## config.mk

```make
export PLATFORM = sky130hd
export DESIGN_NAME = ipv4_cidr_text_subnet_calc_core
export DESIGN_NICKNAME = d
export VERILOG_FILES = /design/src/rtl/icsc_pkg.sv /design/src/rtl/icsc_scan.sv /design/src/rtl/icsc_fifo.sv /design/src/rtl/icsc_calc.sv /design/src/rtl/ipv4_cidr_text_subnet_calc_core.sv
export SDC_FILE = /design/constraint.sdc
export NUM_CORES = 1
export LEC_CHECK = 0
export BUFFER_PORTS_ARGS = -buffer_cell sky130_fd_sc_hd__clkbuf_2
export CAP_MARGIN = 20
export CORE_ASPECT_RATIO = 1.4
export CORE_MARGIN = 1
export CORE_UTILIZATION = 50
export DETAILED_ROUTE_END_ITERATION = 8
export PLACE_DENSITY = 0.7
export RECOVER_POWER = 25
export SYNTH_ARGS = -nofsm -noshare
export SYNTH_HDL_FRONTEND = slang
export SYNTH_SLANG_ARGS = --single-unit
```

## constraint.sdc

```tcl
create_clock -name clk_i -period 11.36 [get_ports clk_i]
set_input_delay 0.568 -clock clk_i [delete_from_list [all_inputs] [get_ports clk_i]]
set_output_delay 0.568 -clock clk_i [all_outputs]
set_load 0.03 [all_outputs]
```

## src/rtl/icsc_pkg.sv

```systemverilog
`default_nettype none

package icsc_pkg;

  // Result status codes, in falling priority after ok.
  typedef enum logic [2:0] {
    StatusOk          = 3'd0,
    StatusSyntax      = 3'd1,
    StatusOctetCount  = 3'd2,
    StatusOctetRange  = 3'd3,
    StatusPrefixRange = 3'd4
  } status_e;

  typedef struct packed {
    logic [7:0] char_code;
    logic       last_char;
  } in_t;

  typedef struct packed {
    status_e     status;
    logic [31:0] address;
    logic [5:0]  prefix_len;
    logic [31:0] net_mask;
    logic [31:0] network_addr;
    logic [31:0] broadcast_addr;
    logic [31:0] first_host;
    logic [31:0] last_host;
    logic [31:0] host_count;
    logic [4:0]  class_code;
    logic        network_valid;
    logic        broadcast_valid;
  } out_t;

  // One parsed text, handed from the scanner to the subnet unit.
  typedef struct packed {
    status_e     status;
    logic [31:0] addr;
    logic [5:0]  prefix;
  } rec_t;

  localparam int unsigned QueueDepth = 2;
  localparam int unsigned QueuePtrW  = $clog2(QueueDepth);

  localparam int unsigned RuleCount = 16;
  localparam int unsigned RuleIdxW  = $clog2(RuleCount);

  // Only the this-network rule is skipped for a zero prefix.
  localparam int unsigned RuleThisNet = 2;

  localparam logic [4:0] ClassPublicA = 5'd16;
  localparam logic [4:0] ClassPublicB = 5'd17;
  localparam logic [4:0] ClassPublicC = 5'd18;

  localparam logic [7:0] PublicAMax = 8'd127;
  localparam logic [7:0] PublicBMax = 8'd191;

  localparam logic [31:0] RuleAddr [RuleCount] = '{
    32'h0000_0000, 32'hFFFF_FFFF, 32'h0000_0000, 32'h6440_0000,
    32'h7F00_0000, 32'hA9FE_0000, 32'hC000_0000, 32'hC000_0200,
    32'hC612_0000, 32'hC633_6400, 32'hCB00_7100, 32'h0A00_0000,
    32'hAC10_0000, 32'hC0A8_0000, 32'hE000_0000, 32'hF000_0000
  };

  localparam logic [31:0] RuleMask [RuleCount] = '{
    32'hFFFF_FFFF, 32'hFFFF_FFFF, 32'hFF00_0000, 32'hFFC0_0000,
    32'hFF00_0000, 32'hFFFF_0000, 32'hFFFF_FF00, 32'hFFFF_FF00,
    32'hFFFE_0000, 32'hFFFF_FF00, 32'hFFFF_FF00, 32'hFF00_0000,
    32'hFFF0_0000, 32'hFFFF_0000, 32'hF000_0000, 32'hF000_0000
  };

endpackage

`default_nettype wire

```

## src/rtl/icsc_scan.sv

```systemverilog
`default_nettype none

// Character scanner: checks the syntax of A.B.C.D/P and accumulates the fields.
module icsc_scan (
  input  wire logic            clk_i,
  input  wire logic            rst_ni,
  input  wire logic            accept_i,
  input  wire icsc_pkg::in_t   in_data_i,
  output logic                 rec_push_o,
  output icsc_pkg::rec_t       rec_o
);

  localparam logic [2:0] StStart = 3'd0;
  localparam logic [2:0] StOct   = 3'd1;
  localparam logic [2:0] StDot   = 3'd2;
  localparam logic [2:0] StSlash = 3'd3;
  localparam logic [2:0] StMsk   = 3'd4;

  localparam logic [7:0] ChDigit0 = 8'h30;
  localparam logic [7:0] ChDigit9 = 8'h39;
  localparam logic [7:0] ChDot    = 8'h2E;
  localparam logic [7:0] ChSlash  = 8'h2F;

  localparam logic [8:0] OctetSat  = 9'd256;
  localparam logic [8:0] OctetMax  = 9'd255;
  localparam logic [5:0] PrefixSat = 6'd33;
  localparam logic [5:0] PrefixMax = 6'd32;
  localparam logic [2:0] SeenMax   = 3'd7;
  localparam logic [2:0] SeenAddr  = 3'd4;

  logic [2:0]  state_q, state_d;
  logic [2:0]  seen_q, seen_d;
  logic [8:0]  digit_q, digit_d;
  logic [31:0] addr_q, addr_d;
  logic [5:0]  prefix_q, prefix_d;
  logic        syn_bad_q, syn_bad_d;
  logic        oct_bad_q, oct_bad_d;

  logic        is_digit, is_dot, is_slash;
  logic [3:0]  dval;
  logic [11:0] oct_acc;
  logic [8:0]  pfx_acc;
  logic        close_oct;
  icsc_pkg::status_e status;

  assign is_digit = (in_data_i.char_code >= ChDigit0) && (in_data_i.char_code <= ChDigit9);
  assign is_dot   = (in_data_i.char_code == ChDot);
  assign is_slash = (in_data_i.char_code == ChSlash);
  assign dval     = is_digit ? in_data_i.char_code[3:0] : 4'd0;
  assign oct_acc  = {3'd0, digit_q} * 12'd10 + {8'd0, dval};
  assign pfx_acc  = (state_q == StSlash) ? {5'd0, dval}
                                         : {3'd0, prefix_q} * 9'd10 + {5'd0, dval};

  always_comb begin
    state_d   = state_q;
    seen_d    = seen_q;
    digit_d   = digit_q;
    addr_d    = addr_q;
    prefix_d  = prefix_q;
    syn_bad_d = syn_bad_q;
    oct_bad_d = oct_bad_q;
    close_oct = 1'b0;
    if (!syn_bad_q) begin
      unique case (state_q)
        StStart, StDot: begin
          if (is_digit) begin
            digit_d = {5'd0, dval};
            state_d = StOct;
          end else begin
            syn_bad_d = 1'b1;
          end
        end
        StOct: begin
          if (is_digit) begin
            digit_d = (oct_acc > {3'd0, OctetSat}) ? OctetSat : oct_acc[8:0];
          end else if (is_dot) begin
            close_oct = 1'b1;
            state_d   = StDot;
          end else if (is_slash) begin
            close_oct = 1'b1;
            state_d   = StSlash;
          end else begin
            syn_bad_d = 1'b1;
          end
        end
        StSlash, StMsk: begin
          if (is_digit) begin
            prefix_d = (pfx_acc > {3'd0, PrefixSat}) ? PrefixSat : pfx_acc[5:0];
            state_d  = StMsk;
          end else begin
            syn_bad_d = 1'b1;
          end
        end
        default: syn_bad_d = 1'b1;
      endcase
    end
    if (close_oct) begin
      if (seen_q < SeenAddr) begin
        if (digit_q > OctetMax) begin
          oct_bad_d = 1'b1;
        end
        addr_d = {addr_q[23:0], digit_q[7:0]};
      end
      if (seen_q < SeenMax) begin
        seen_d = seen_q + 3'd1;
      end
      digit_d = 9'd0;
    end
  end

  always_comb begin
    if (syn_bad_d || (state_d != StMsk)) begin
      status = icsc_pkg::StatusSyntax;
    end else if (seen_d != SeenAddr) begin
      status = icsc_pkg::StatusOctetCount;
    end else if (oct_bad_d) begin
      status = icsc_pkg::StatusOctetRange;
    end else if (prefix_d > PrefixMax) begin
      status = icsc_pkg::StatusPrefixRange;
    end else begin
      status = icsc_pkg::StatusOk;
    end
  end

  assign rec_push_o    = accept_i && in_data_i.last_char;
  assign rec_o.status  = status;
  assign rec_o.addr    = addr_d;
  assign rec_o.prefix  = prefix_d;

  always_ff @(posedge clk_i or negedge rst_ni) begin
    if (!rst_ni) begin
      state_q   <= StStart;
      seen_q    <= 3'd0;
      digit_q   <= 9'd0;
      addr_q    <= 32'd0;
      prefix_q  <= 6'd0;
      syn_bad_q <= 1'b0;
      oct_bad_q <= 1'b0;
    end else if (accept_i) begin
      if (in_data_i.last_char) begin
        // The flagged character closes the text; start over for the next one.
        state_q   <= StStart;
        seen_q    <= 3'd0;
        digit_q   <= 9'd0;
        addr_q    <= 32'd0;
        prefix_q  <= 6'd0;
        syn_bad_q <= 1'b0;
        oct_bad_q <= 1'b0;
      end else begin
        state_q   <= state_d;
        seen_q    <= seen_d;
        digit_q   <= digit_d;
        addr_q    <= addr_d;
        prefix_q  <= prefix_d;
        syn_bad_q <= syn_bad_d;
        oct_bad_q <= oct_bad_d;
      end
    end
  end

endmodule

`default_nettype wire

```

## src/rtl/icsc_fifo.sv

```systemverilog
`default_nettype none

// Small queue of parsed texts between the scanner and the subnet unit.
module icsc_fifo (
  input  wire logic           clk_i,
  input  wire logic           rst_ni,
  input  wire logic           wr_en_i,
  input  wire icsc_pkg::rec_t wr_data_i,
  output logic                full_o,
  input  wire logic           rd_en_i,
  output logic                valid_o,
  output icsc_pkg::rec_t      rd_data_o
);

  localparam int unsigned CntW = $clog2(icsc_pkg::QueueDepth + 1);

  icsc_pkg::rec_t                  mem_q [icsc_pkg::QueueDepth];
  logic [icsc_pkg::QueuePtrW-1:0]  wr_ptr_q, rd_ptr_q;
  logic [CntW-1:0]                 count_q;
  logic                            do_wr, do_rd;

  assign full_o    = (count_q == CntW'(icsc_pkg::QueueDepth));
  assign valid_o   = (count_q != '0);
  assign rd_data_o = mem_q[rd_ptr_q];
  assign do_wr     = wr_en_i && !full_o;
  assign do_rd     = rd_en_i && valid_o;

  always_ff @(posedge clk_i or negedge rst_ni) begin
    if (!rst_ni) begin
      wr_ptr_q <= '0;
      rd_ptr_q <= '0;
      count_q  <= '0;
    end else begin
      if (do_wr) begin
        wr_ptr_q <= (wr_ptr_q == icsc_pkg::QueuePtrW'(icsc_pkg::QueueDepth - 1))
                    ? '0 : wr_ptr_q + 1'b1;
      end
      if (do_rd) begin
        rd_ptr_q <= (rd_ptr_q == icsc_pkg::QueuePtrW'(icsc_pkg::QueueDepth - 1))
                    ? '0 : rd_ptr_q + 1'b1;
      end
      if (do_wr && !do_rd) begin
        count_q <= count_q + 1'b1;
      end else if (do_rd && !do_wr) begin
        count_q <= count_q - 1'b1;
      end
    end
  end

  always_ff @(posedge clk_i) begin
    if (do_wr) begin
      mem_q[wr_ptr_q] <= wr_data_i;
    end
  end

  assert property (@(posedge clk_i) disable iff (!rst_ni)
    count_q <= CntW'(icsc_pkg::QueueDepth))
    else $error("queue count beyond its depth");

  assert property (@(posedge clk_i) disable iff (!rst_ni)
    (do_wr && !do_rd) |=> (count_q == $past(count_q) + 1'b1))
    else $error("queue count missed a write");

  assert property (@(posedge clk_i) disable iff (!rst_ni)
    (count_q == '0) |-> (wr_ptr_q == rd_ptr_q))
    else $error("empty queue with pointers apart");

endmodule

`default_nettype wire

```

## src/rtl/icsc_calc.sv

```systemverilog
`default_nettype none

// Subnet unit: two stages, mask and rule match first, then hosts and output.
module icsc_calc (
  input  wire logic           clk_i,
  input  wire logic           rst_ni,
  input  wire logic           rec_valid_i,
  input  wire icsc_pkg::rec_t rec_i,
  output logic                rec_pop_o,
  output logic                empty,
  input  wire logic           pop,
  output icsc_pkg::out_t      out_data_o
);

  localparam logic [31:0] AllOnes = 32'hFFFF_FFFF;
  localparam logic [31:0] ClearLsb = 32'hFFFF_FFFE;
  localparam logic [5:0]  Prefix31 = 6'd31;
  localparam logic [5:0]  Prefix32 = 6'd32;

  typedef struct packed {
    icsc_pkg::status_e status;
    logic [31:0]       addr;
    logic [5:0]        prefix;
    logic [31:0]       mask;
    logic [31:0]       net;
    logic [31:0]       bcast;
    logic [4:0]        cls;
    logic              net_ok;
    logic              bc_ok;
  } stage_t;

  stage_t              a_q, a_d;
  logic                a_valid_q, b_valid_q;
  icsc_pkg::out_t      b_q, b_d;
  logic                a_ready, b_ready;
  logic [31:0]         mask;
  logic                hit;
  logic [4:0]          cls;
  logic                p31, p32;

  assign b_ready   = !b_valid_q || pop;
  assign a_ready   = !a_valid_q || b_ready;
  assign rec_pop_o = rec_valid_i && a_ready;
  assign empty     = !b_valid_q;
  assign out_data_o = b_q;

  // Stage A: mask, network, broadcast and class.
  assign mask = ~(AllOnes >> rec_i.prefix);

  always_comb begin
    hit = 1'b0;
    cls = '0;
    for (int i = icsc_pkg::RuleCount - 1; i >= 0; i--) begin
      if (((rec_i.addr & icsc_pkg::RuleMask[i]) == icsc_pkg::RuleAddr[i]) &&
          !((i == icsc_pkg::RuleThisNet) && (rec_i.prefix == 6'd0))) begin
        hit = 1'b1;
        cls = 5'(i);
      end
    end
    if (!hit) begin
      if (rec_i.addr[31:24] <= icsc_pkg::PublicAMax) begin
        cls = icsc_pkg::ClassPublicA;
      end else if (rec_i.addr[31:24] <= icsc_pkg::PublicBMax) begin
        cls = icsc_pkg::ClassPublicB;
      end else begin
        cls = icsc_pkg::ClassPublicC;
      end
    end
  end

  always_comb begin
    a_d.status = rec_i.status;
    a_d.addr   = rec_i.addr;
    a_d.prefix = rec_i.prefix;
    a_d.mask   = mask;
    a_d.net_ok = (rec_i.prefix != Prefix31);
    a_d.bc_ok  = (rec_i.prefix < Prefix31);
    a_d.net    = a_d.net_ok ? (rec_i.addr & mask) : 32'd0;
    a_d.bcast  = a_d.bc_ok ? (a_d.net | ~mask) : 32'd0;
    a_d.cls    = cls;
  end

  // Stage B: host range and count. Below /31 the host part of the network is
  // all zeros and of the broadcast all ones, so +1 and -1 only touch bit 0.
  assign p31 = (a_q.prefix == Prefix31);
  assign p32 = (a_q.prefix == Prefix32);

  always_comb begin
    b_d = '0;
    b_d.status = a_q.status;
    if (a_q.status == icsc_pkg::StatusOk) begin
      b_d.address         = a_q.addr;
      b_d.prefix_len      = a_q.prefix;
      b_d.net_mask        = a_q.mask;
      b_d.network_addr    = a_q.net;
      b_d.broadcast_addr  = a_q.bcast;
      b_d.class_code      = a_q.cls;
      b_d.network_valid   = a_q.net_ok;
      b_d.broadcast_valid = a_q.bc_ok;
      b_d.first_host      = (p31 || p32) ? a_q.addr : (a_q.net | 32'd1);
      if (p32) begin
        b_d.last_host  = a_q.addr;
        b_d.host_count = 32'd1;
      end else if (p31) begin
        b_d.last_host  = a_q.addr + 32'd1;
        b_d.host_count = 32'd2;
      end else begin
        b_d.last_host  = a_q.bcast & ClearLsb;
        b_d.host_count = ~a_q.mask & ClearLsb;
      end
    end
  end

  always_ff @(posedge clk_i or negedge rst_ni) begin
    if (!rst_ni) begin
      a_valid_q <= 1'b0;
      b_valid_q <= 1'b0;
    end else begin
      if (a_ready) begin
        a_valid_q <= rec_valid_i;
      end
      if (b_ready) begin
        b_valid_q <= a_valid_q;
      end
    end
  end

  always_ff @(posedge clk_i) begin
    if (rec_pop_o) begin
      a_q <= a_d;
    end
    if (b_ready && a_valid_q) begin
      b_q <= b_d;
    end
  end

  assert property (@(posedge clk_i) disable iff (!rst_ni)
    (!empty && (b_q.status != icsc_pkg::StatusOk)) |->
      ((b_q.address == 32'd0) && (b_q.host_count == 32'd0)))
    else $error("error result carries data");

  assert property (@(posedge clk_i) disable iff (!rst_ni)
    (!empty && (b_q.status == icsc_pkg::StatusOk)) |->
      ((b_q.network_valid == (b_q.prefix_len != Prefix31)) &&
       (b_q.broadcast_valid == (b_q.prefix_len < Prefix31))))
    else $error("validity flags disagree with prefix");

  assert property (@(posedge clk_i) disable iff (!rst_ni)
    (!empty && (b_q.status == icsc_pkg::StatusOk)) |-> (b_q.host_count != 32'd0))
    else $error("good result with no hosts");

  assert property (@(posedge clk_i) disable iff (!rst_ni)
    (a_valid_q && !b_ready) |=> a_valid_q)
    else $error("stage A dropped a request under stall");

endmodule

`default_nettype wire

```

## src/rtl/ipv4_cidr_text_subnet_calc_core.sv

```systemverilog
// IPv4 CIDR subnet calculator.
// The input side is a queue: drive one ASCII character of "A.B.C.D/P" on
// in_data_i with push; a request is taken at a rising edge with push high and
// full low. Set last_char on the final character of each text.
// The result side is a queue too: while empty is low, out_data_o holds the
// oldest result, and it is taken at a rising edge with pop high.
// Exactly one result comes out per text, on its flagged character; other
// characters only advance the scanner. A result carries a status code and,
// when the status is ok, the address, prefix, mask, network, broadcast, host
// range, host count and class code; on any error all other fields are zero.
// A flagged character's record is written to the queue, then registered in
// the match stage and then the output stage. Throughput is one character per
// cycle while full is low; results leave at one per cycle while pop is high.
// When the result side stalls, the output register, the match stage and the
// two-entry queue fill in turn; full then rises and holds off new characters
// until pop frees a slot. Until the queue is full every character is taken;
// while full is high none is, even one that would produce no result.
// Reset clears the scanner to its start state and empties both queues.
`default_nettype none

module ipv4_cidr_text_subnet_calc_core (
  input  wire logic            clk_i,
  input  wire logic            rst_ni,
  input  wire logic            push,
  output logic                 full,
  input  wire icsc_pkg::in_t   in_data_i,
  output logic                 empty,
  input  wire logic            pop,
  output icsc_pkg::out_t       out_data_o
);

  logic           accept;
  logic           rec_push;
  icsc_pkg::rec_t rec_wr;
  logic           q_full;
  logic           q_valid;
  logic           q_pop;
  icsc_pkg::rec_t q_rd;

  // Only a flagged character needs a queue slot, but full is kept simple and
  // conservative so that the input never depends on the character itself.
  assign full   = q_full;
  assign accept = push && !full;

  icsc_scan u_scan (
    .clk_i      (clk_i),
    .rst_ni     (rst_ni),
    .accept_i   (accept),
    .in_data_i  (in_data_i),
    .rec_push_o (rec_push),
    .rec_o      (rec_wr)
  );

  icsc_fifo u_fifo (
    .clk_i     (clk_i),
    .rst_ni    (rst_ni),
    .wr_en_i   (rec_push),
    .wr_data_i (rec_wr),
    .full_o    (q_full),
    .rd_en_i   (q_pop),
    .valid_o   (q_valid),
    .rd_data_o (q_rd)
  );

  icsc_calc u_calc (
    .clk_i       (clk_i),
    .rst_ni      (rst_ni),
    .rec_valid_i (q_valid),
    .rec_i       (q_rd),
    .rec_pop_o   (q_pop),
    .empty       (empty),
    .pop         (pop),
    .out_data_o  (out_data_o)
  );

endmodule

`default_nettype wire

```

==> reports/metrics.yaml, run 1 <==
outcome: "finished, violations left"
violations: "capacitance limit, slew limit"
gr-usage-all-layers_pct: 24.53
hold_class: "input pin to flop"
cap_viol_max_count: 4
crit_type: "flop to flop"
dr.pass1.iters: 6
crit_cells: 3
cp_max_fo: 84
hold_start: "pop"
power_density_nw_per_um2: 255.4
hold_depth: 4
rsz0062_at_grt: "false"
cp_slowest_cell: "clkinvlp_2"
synth_top_area_share_pct: 59.72
cp-start-kind: "flop"
grt_max_degree: 100
cts.htree.levels: 2
max-vdd-ir-drop_mv: 0.1690
vias_per_cell: 5.776
cts.clk_slew.worst_paths_ps: 60
cts-root-buf: "clkbuf_16"
dieArea_um2: 47540
syn_to_final_growth_pct: 14.15
cts_buffers: 48
dp_hpwl_mm: 42.15
synthTopCellsByCount: "edfxtp_1, nor2_1, and2_1"
reg2reg_to: "u_calc.a_q[141]$_DFFE_PP_"
worst-path-buf-inv: 2
drtAntennaViolNets: 0
synth_nets: 1888
seq_area_frac_synth_pct: 66.26
drt_wl_total_mm: 58.40
synth.distinct_cells: 90
cts_sinks: 525
critical_path.top_delay_family: "buffers and inverters"
holdPathEnd: "u_calc.a_valid_q$_DFFE_PN0N_"
die_y_um: 257.6
post-cts-setup-buffer-count: 0
min_period_ps: 4587
antenna_found_initial: 0
hold_viol: 0
synth-async-reset-ratio_pct: 11.62
crit_chain: "o21ai_0 -> clkinvlp_2 -> buf_4"
reg2reg_setup_slack_ps: 6770
worstSkewPairLatency_ps: 580
io_buffers: 254
slew_viol_final: 234
yosysWarningCount: 0
synthTopCellsByArea: "edfxtp_1, dfrtp_1, and2_1, nor2_1, mux2_2"
postCtsHoldBufs: 0
grt_pass1_wl_mm: 88.43
avgSynthCellArea_um2: 12.65
setup.worst_path.end_class: "flop"
finClkSkew_ps: 15.04
cp.arrival_ps: 4770
ys_ff_latch: 525
rows: 93
min_period_over_period_pct: 40.37
finalNetCount: 2120
finalSetupTns_ps: 0
synth_area_um2: 23330
core-area_um2: 46080
place.gp.congestion: 0.9433
n_antenna_cell: 0
drt_iter0_drc: 1570
drc: 0
grt_pass1_vias: 15008
grt_overflow: 0
yosysMostFrequentCell: "edfxtp_1"
fill_cells: 3731
die_w_um: 184.6
slowest_delay_ps: 2120
crit_required_ps: 11540
clockBufferDepth: 3
drive_gt1_share_pct: 13.91
fin_cells: 2731
synth-edff-count: 464
yosysTopAreaCell: "edfxtp_1"
worstMarginPinSlew_ps: 3337
synthCells: 1844
ctsResizeCount: 0
setup_viol: 0
clock.fmax_mhz: 218.0
ys.flop_type: "edfxtp_1"
max-slew-margin-rel_pct: -122.5
wl_per_cell_um: 21.39
place_inst: 2642
vias: 15773
start_util_pct: 50.63
r2r-start: "u_fifo.count_q[0]$_DFFE_PN0P_"
pin_count: 255
cts_tree: "built"
hold_slack_ps: 272.0
r2r.worst_path.cells: 3
leakage_nw: 10.07
==> logic make-up (layout without fill, tap and decap cells) <==
| group | after synthesis | in the layout | synth area share, % |
|---|---|---|---|
| xor+xnor | 22 | 22 | 0.8259 |
| simple gates | 681 | 681 | 15.18 |
| buf+inv | 161 | 431 | 2.885 |
| compound gates | 348 | 348 | 9.610 |
| flops | 525 | 525 | 66.26 |
| mux | 75 | 75 | 3.464 |
| fa+ha+maj | 32 | 32 | 1.775 |
==> placed cells by master, fill, tap and decap left out, types with 34 or more instances in the layout <==
master and count:
and3_1 39, dfrtp_1 61, a22o_1 34, and2_0 40, edfxtp_1 464, o21ai_0 93, inv_1 62, nor2_1 209
nor3_1 41, and2_1 106, mux2_2 43, clkbuf_1 140, clkbuf_2 122, a21oi_1 95, clkbuf_16 48, nand2_1 98
==> how the worst max path moves through the flow <==
stage | from | to | slack [ps]
2_1_floorplan | pop | u_calc.out_data_o[0]$_SDFFCE_PP0P_ | 4640
3_3_place_gp | in_data_i[7] | u_fifo.mem_q[0][0]$_DFFE_PP_ | 7740
3_5_place_dp | in_data_i[7] | u_fifo.mem_q[0][3]$_DFFE_PP_ | 7640
4_1_cts | u_fifo.rd_ptr_q$_DFFE_PN0P_ | u_calc.a_q[2]$_DFFE_PP_ | 7740
5_1_grt | u_fifo.count_q[0]$_DFFE_PN0P_ | u_calc.a_q[141]$_DFFE_PP_ | 6400
6_report | u_fifo.count_q[0]$_DFFE_PN0P_ | u_calc.a_q[141]$_DFFE_PP_ | 6770
==> area by class of cell <==
class / instances / area, µm² / share of cell area (%)
clock inverters: 34 / 421.7 / 1.583
clock buffers: 54 / 1234 / 4.632
inverters: 68 / 256.5 / 0.9631
repair buffers: 275 / 1265 / 4.750
flip-flops and latches: 525 / 15460 / 58.05
well taps: 617 / 772.0 / 2.899
multi-input cells: 1158 / 7223 / 27.12
==> per-stage QoR <==
stage	cell area, µm²	power [W]	util [%]	setup slack (ps)
2_1_floorplan	23330	0.004518	-	4644
3_3_place_gp	25150	0.005137	54.58	7740
3_5_place_dp	25150	0.005168	54.58	7639
4_1_cts	26800	0.006843	58.17	7736
5_1_grt	26630	0.007062	57.80	6397
6_report	26630	0.006801	57.80	6773
==> state kept, by name, indices dropped and copies added (netlist names) <==
signal / flops
u_fifo.mem_q: 82
u_calc.b_valid_q: 1
u_scan.state_q: 3
u_scan.digit_q: 9
u_fifo.rd_ptr_q: 1
u_scan.prefix_q: 6
u_scan.addr_q: 32
u_scan.syn_bad_q: 1
u_fifo.count_q: 2
u_calc.a_q: 143
u_fifo.wr_ptr_q: 1
u_scan.oct_bad_q: 1
u_calc.a_valid_q: 1
u_scan.seen_q: 3
u_calc.out_data_o: 239
==> routing by layer <==
metal | GRT usage [%] | up-vias | share of wire, %
li1 | - | 7277 | -
met1 | 29.65 | 7709 | 38
met2 | 44.31 | 645 | 52
met3 | 2.679 | 142 | 5.7
met4 | 9.977 | 0 | 4.0
met5 | 0 | - | 0
==> worst register-to-register path, stage by stage (launching register included) <==
cell	delay, ps
dfrtp_1	430
o21ai_0	310
clkinvlp_2	2120
buf_4	1290
==> power breakdown <==
group	leakage [nW]	switching (W)	total (W)	internal (W)
sequential	5.40	0.000410	0.00329	0.00288
clock	0.799	0.000717	0.00169	0.000974
combinational	3.88	0.00140	0.00182	0.000418
total	10.1	0.00252	0.00680	0.00428
Note: power is estimated with default switching activity, not from simulation.
==> run 2: changes to the inputs <==
==> constraint.sdc (replaced) <==
create_clock -name clk_i -period 4.7 [get_ports clk_i]
set_input_delay 0.235 -clock clk_i [delete_from_list [all_inputs] [get_ports clk_i]]
set_output_delay 0.235 -clock clk_i [all_outputs]
set_load 0.03 [all_outputs]
==> run 2 against run 1 <==
Highest routed layer unchanged. Design area is 0.49% lower. Utilization down 0.29 points. Combinational power up 140%. The flow still finishes with violations (capacitance limit, slew limit). Clock-buffer cell count is 9 higher. Largest power group unchanged. Die area unchanged. Sequential power up 140%. Global-route usage grew 0.23 points. Final cell count is 0.33% higher. Clock power increased by 120%. Sequential share of layout area is 0.30 points higher. Fmax up 32%.
==> reports/metrics.yaml, run 2 (synthesis results as in run 1) <==
cp-start-kind: "flop"
crit_cells: 9
io_buffers: 254
cts.clk_slew.worst_paths_ps: 60
crit_type: "flop to flop"
endpoint: "u_calc.a_q[2]$_DFFE_PP_"
worstSkewPairLatency_ps: 590
slew_viol_final: 60
n_antenna_cell: 0
grt_pass1_wl_mm: 89.07
min_period_over_period_pct: 74.17
grt_pass1_vias: 15283
crit_required_ps: 5020
max-slew-margin-rel_pct: -35.50
gr-usage-all-layers_pct: 24.77
reg2reg_to: "u_calc.a_q[2]$_DFFE_PP_"
hold_viol: 0
dp_hpwl_mm: 42.60
fin_util_pct: 57.51
postCtsHoldBufs: 2
dr.pass1.iters: 6
dieArea_um2: 47540
power_density_nw_per_um2: 607.6
cp_slowest_cell: "dfrtp_4"
syn_to_final_growth_pct: 13.58
die_y_um: 257.6
clock.fmax_mhz: 286.9
worstMarginPinSlew_ps: 2031
crit_chain: "buf_4 -> mux2i_1 -> o211ai_1 -> nor2_1 -> nor4bb_1 -> or4b_4 -> nor4_4 -> nor4b_4 -> a211o_1"
setup.worst_path.end_class: "flop"
drc: 0
vias: 15861
pin_count: 255
grt_overflow: 0
cts.htree.levels: 2
setup_viol: 0
largest_reg_flops: 239
reg2reg_setup_slack_ps: 1210
max-vdd-ir-drop_mv: 0.3144
finalNetCount: 2132
ctsResizeCount: 0
cap_viol_max_count: 2
cts_sinks: 525
drive_gt1_share_pct: 9.232
r2r-start: "u_fifo.rd_ptr_q$_DFFE_PN0P_"
finalSetupTns_ps: 0
core-area_um2: 46080
grt_max_degree: 105
layout_commonest_cell: "edfxtp_1"
die_w_um: 184.6
worst-path-buf-inv: 1
post-cts-setup-buffer-count: 0
hold_class: "input pin to flop"
slowest_delay_ps: 960
rows: 93
cts_buffers: 47
drtAntennaViolNets: 0
cts-root-buf: "clkbuf_16"
vias_per_cell: 5.789
cp_max_fo: 68
mostFrequentLayoutCells: "edfxtp_1, clkbuf_1, nor2_1"
finClkSkew_ps: 28.91
violations: "capacitance limit, slew limit"
placed_area_um2: 25270
outcome: "finished, violations left"
leakage_nw: 9.811
start_util_pct: 50.63
cp.arrival_ps: 3800
drt_wl_total_mm: 59.41
final_cell_area_um2: 26500
place.gp.congestion: 0.9306
wl_per_cell_um: 21.68
rsz0062_at_grt: "false"
antenna_found_initial: 1
startpoint: "u_fifo.rd_ptr_q$_DFFE_PN0P_"
clockBufferDepth: 3
min_period_ps: 3486
r2r.worst_path.cells: 9
cts_tree: "built"
critical_path.top_delay_family: "simple AND/OR/NAND/NOR gates"
drt_iter0_drc: 1572
==> run 2: cell count changes in the layout (fill, tap and decap cells not counted), sizes merged <==
cell | before | now
inv | 71 | 70
clkbuf | 311 | 318
clkinvlp | 5 | 2
buf | 18 | 31
clkinv | 18 | 13
bufinv | 8 | 4
dlygate4sd3 | 0 | 2
==> run 2: worst min path at each step <==
stage | cells past startpoint | slack [ps] | end | startpoint
4_1_cts | 3 | 50 | u_scan.prefix_q[0]$_DFFE_PN0P_ | in_data_i[1]
2_1_floorplan | 0 | -60 | u_calc.a_valid_q$_DFFE_PN0N_ | rst_ni
3_3_place_gp | 2 | 450 | u_calc.a_valid_q$_DFFE_PN0N_ | rst_ni
6_report | 3 | 80 | u_scan.prefix_q[0]$_DFFE_PN0P_ | in_data_i[1]
5_1_grt | 3 | 140 | u_scan.prefix_q[0]$_DFFE_PN0P_ | in_data_i[1]
3_5_place_dp | 2 | 450 | u_fifo.count_q[1]$_DFFE_PN0P_ | rst_ni
==> run 2: worst min-delay path: stages <==
cell and delay [ps]:
clkbuf_2 140, nor2_1 90, o21ai_0 150
==> run 2: cell type report <==
type                       instances  area (µm²)
clock buffer                      63        1266
clock inverter                    21       244.0
multi-input combinational       1158        7221
sequential                       525       15460
inverter                          68       260.3
fill                            3830       19580
tap                              617       772.0
timing repair buffer             288        1274
==> run 2: metal layers <==
| layer | vias up | GRT usage (%) | wire length (µm) |
|---|---|---|---|
| li1 | 7301 | - | - |
| met2 | 696 | 44.42 | 30880 |
| met4 | 0 | 11.92 | 2831 |
| met3 | 145 | 2.835 | 3562 |
| met1 | 7719 | 29.35 | 22140 |
| met5 | - | 0 | 0 |
==> run 2: metrics by stage <==
| stage | worst slack [ps] | instances | hold WS, ps | total power, W |
|---|---|---|---|---|
| after CTS | 1228 | 2740 | 53.70 | 0.01630 |
| after detailed placement | 1257 | 2654 | 453.7 | 0.01253 |
| after global routing | 988.7 | 2740 | 142.9 | 0.01674 |
| after floorplan | 577.0 | 1844 | -60.59 | 0.01084 |
| after global placement | 1249 | 2653 | 451.1 | 0.01246 |
| final | 1214 | 2740 | 77.84 | 0.01610 |
==> run 2: power by group <==
| part | internal (W) | total [W] | leakage (nW) | switching [W] |
|---|---|---|---|---|
| registers | 0.00694 | 0.00795 | 5.40 | 0.00100 |
| clock network | 0.00213 | 0.00378 | 0.730 | 0.00165 |
| logic | 0.000997 | 0.00438 | 3.69 | 0.00338 |
==> run 3: changes to the inputs <==
--- a/config.mk
+++ b/config.mk
@@ -5,13 +5,14 @@
 export SDC_FILE = /design/constraint.sdc
 export NUM_CORES = 1
 export LEC_CHECK = 0
+export ABC_AREA = 1
 export BUFFER_PORTS_ARGS = -buffer_cell sky130_fd_sc_hd__clkbuf_2
 export CAP_MARGIN = 20
 export CORE_ASPECT_RATIO = 1.4
 export CORE_MARGIN = 1
 export CORE_UTILIZATION = 50
 export DETAILED_ROUTE_END_ITERATION = 8
-export PLACE_DENSITY = 0.7
+export PLACE_DENSITY = 0.72
 export RECOVER_POWER = 25
 export SYNTH_ARGS = -nofsm -noshare
 export SYNTH_HDL_FRONTEND = slang
==> constraint.sdc (replaced) <==
create_clock -name clk_i -period 3.15 [get_ports clk_i]
set_input_delay 0.1575 -clock clk_i [delete_from_list [all_inputs] [get_ports clk_i]]
set_output_delay 0.1575 -clock clk_i [all_outputs]
set_load 0.03 [all_outputs]
==> run 3 against run 2 <==
The flow still finishes with violations (capacitance limit, slew limit). Area after synthesis decreased by 0.14%. Clock-buffer cell count decreased by 9. Die area fell by 0.14%. Synthesized cell count grew 17%. Clock power rose by 43%. Sequential power rose by 51%. Critical path depth up 9. Non-clock buffer count up 65.
==> reports/metrics.yaml, run 3 <==
outcome: "finished, violations left"
violations: "capacitance limit, slew limit"
rsz0062_at_grt: "false"
cts_buffers: 46
cts.clk_slew.worst_paths_ps: 60
rows: 93
synthTopCellsByCount: "edfxtp_1, inv_1, nor2_1"
cts_sinks: 525
cts-root-buf: "clkbuf_16"
die_w_um: 184.4
gr-usage-all-layers_pct: 23.40
vias_per_cell: 5.228
grt_pass1_vias: 16327
cts.htree.levels: 2
slowest_delay_ps: 470
final_cell_area_um2: 27070
start_util_pct: 50.69
n_antenna_cell: 0
hold_viol: 0
mostFrequentLayoutCells: "edfxtp_1, inv_1, nor2_1"
worstMarginPinSlew_ps: 1992
yosysWarningCount: 0
r2r.worst_path.cells: 18
dr.pass1.iters: 5
finalNetCount: 2533
hold_class: "input pin to flop"
crit_chain: "ha_1 -> ha_1 -> inv_1 -> fa_2 -> nor2_2 -> inv_1 -> nor2_1 -> nand3_1 -> nand2_1 -> nand2_1 -> nand2_1 -> nor2_2 -> nand2_1 -> nand2_4 -> nand3_1 -> nand2_1 -> nor2_1 -> a21oi_1"
dp_hpwl_mm: 42.29
synth-edff-count: 464
cp_slowest_cell: "fa_2"
cp.arrival_ps: 3240
grt_pass1_wl_mm: 86.45
cts_tree: "built"
ys.flop_type: "edfxtp_1"
cp-start-kind: "flop"
cap_viol_max_count: 1
min_period_over_period_pct: 93.25
yosysTopAreaCell: "edfxtp_1"
yosysMostFrequentCell: "edfxtp_1"
clockBufferDepth: 3
holdPathEnd: "u_scan.state_q[2]$_DFFE_PN0P_"
slew_viol_final: 37
power_density_nw_per_um2: 1004
finalSetupTns_ps: 0
worstSkewPairLatency_ps: 570
cp_max_fo: 5
synth_area_um2: 23300
io_buffers: 254
avgSynthCellArea_um2: 10.84
drc: 0
largest_reg_flops: 239
critical_path.top_delay_family: "simple AND/OR/NAND/NOR gates"
dieArea_um2: 47470
hold_depth: 3
synth.distinct_cells: 60
placed_area_um2: 25890
die_y_um: 257.4
preCtsSetupSlack_ps: 51.19
finClkSkew_ps: 18.25
reg2reg_to: "u_fifo.mem_q[1][40]$_DFFE_PP_"
worst-path-buf-inv: 2
synth_nets: 2194
crit_type: "flop to flop"
grt_overflow: 0
grt_max_degree: 93
crit_required_ps: 3450
drt_wl_total_mm: 55.67
layout_commonest_cell: "edfxtp_1"
r2r-start: "u_scan.prefix_q[1]$_DFFE_PN0P_"
drive_gt1_share_pct: 10.39
synthTopCellsByArea: "edfxtp_1, dfrtp_1, inv_1, nor2_1, nand2_1"
synth-async-reset-ratio_pct: 11.62
clock.fmax_mhz: 340.4
wl_per_cell_um: 17.74
min_period_ps: 2937
reg2reg_setup_slack_ps: 210
seq_area_frac_synth_pct: 66.36
max-vdd-ir-drop_mv: 0.5673
core-area_um2: 45960
synthCells: 2150
antenna_found_initial: 0
place.gp.congestion: 0.9461
leakage_nw: 11.22
setup.worst_path.end_class: "flop"
syn_to_final_growth_pct: 16.21
hold_slack_ps: 60.67
drt_iter0_drc: 1349
path_common_cell: "nand2_1"
drtAntennaViolNets: 0
setup_viol: 0
max-slew-margin-rel_pct: -32.77
ys_ff_latch: 525
setup_slack_ps: 212.7
hold_start: "push"
pin_count: 255
vias: 16407
synth_top_area_share_pct: 59.81
## run 3: changes by cell type after synthesis, sizes merged, moves of 29 or more
cell    change
inv       +332
nand2     +185
and2      -145
nor2       +86
o21ai      +68
mux2       -43
and3       -39
clkbuf     -37
a22o       -33
mux2i      -30
a21oi      -29
## run 3: how the worst max path moves through the flow
stage                                    endpoint                           start  depth (start not counted)  slack [ps]
6_report            u_fifo.mem_q[1][40]$_DFFE_PP_  u_scan.prefix_q[1]$_DFFE_PN0P_                         18         210
4_1_cts             u_fifo.mem_q[1][40]$_DFFE_PP_  u_scan.prefix_q[1]$_DFFE_PN0P_                         16          30
3_5_place_dp        u_fifo.mem_q[1][40]$_DFFE_PP_  u_scan.prefix_q[1]$_DFFE_PN0P_                         16          50
3_3_place_gp        u_fifo.mem_q[1][40]$_DFFE_PP_  u_scan.prefix_q[1]$_DFFE_PN0P_                         16         120
5_1_grt             u_scan.digit_q[3]$_DFFE_PN0P_   u_scan.digit_q[3]$_DFFE_PN0P_                         18           2
2_1_floorplan  u_calc.out_data_o[0]$_SDFFCE_PP0P_    u_calc.b_valid_q$_DFFE_PN0P_                          1       -1630
## run 3: worst min-delay path, delay by kind of cell
kind	cells	cell delay [ps]
AOI/OAI and AO/OA	2	340
buffers and inverters	1	80
## run 3: timing repair
item,in CTS,in global routing
buffers inserted,0,2
endpoints found under the hold margin,36,0
hold buffers,2,0
setup endpoints to repair,0,19
resized for setup,0,12
## run 3: cell families after synthesis
logic type               after synthesis  synth area share, %
AO/OA/AOI/OAI                        318                7.959
XOR/XNOR                              37                1.391
adder cells (fa/ha/maj)               31                1.729
buffers and inverters                464                7.782
flip-flops                           525                66.36
multiplexers                           2              0.08593
AND/OR/NAND/NOR                      773                14.69
## run 3: per-layer routing
metal	global-route usage [%]	wire [µm]
met3	2.434	2471
met2	42.11	28870
met4	12.06	2659
met1	27.35	21670
met5	0	0
## run 3: final cells by class
cell class,instances,area [µm²]
Tap cell,617,772.0
Clock buffer,54,1202
Fill cell,3915,18890
Inverter,402,1525
Timing Repair Buffer,353,1780
Sequential cell,525,15460
Clock inverter,26,227.7
Multi-Input combinational cell,1161,6106
## run 3: power breakdown
part	internal [W]	switching [W]
registers	0.0110	0.00104
logic	0.00223	0.00757
clock network	0.00299	0.00240
total	0.0162	0.0110
## run 3: metrics by stage
stage / total power, W / util (%) / std cells
2_1_floorplan: 0.01860 / - / 2150
3_3_place_gp: 0.02200 / 56.34 / 3054
3_5_place_dp: 0.02224 / 56.34 / 3054
4_1_cts: 0.02765 / 59.49 / 3136
5_1_grt: 0.02853 / 58.91 / 3138
6_report: 0.02719 / 58.91 / 3138
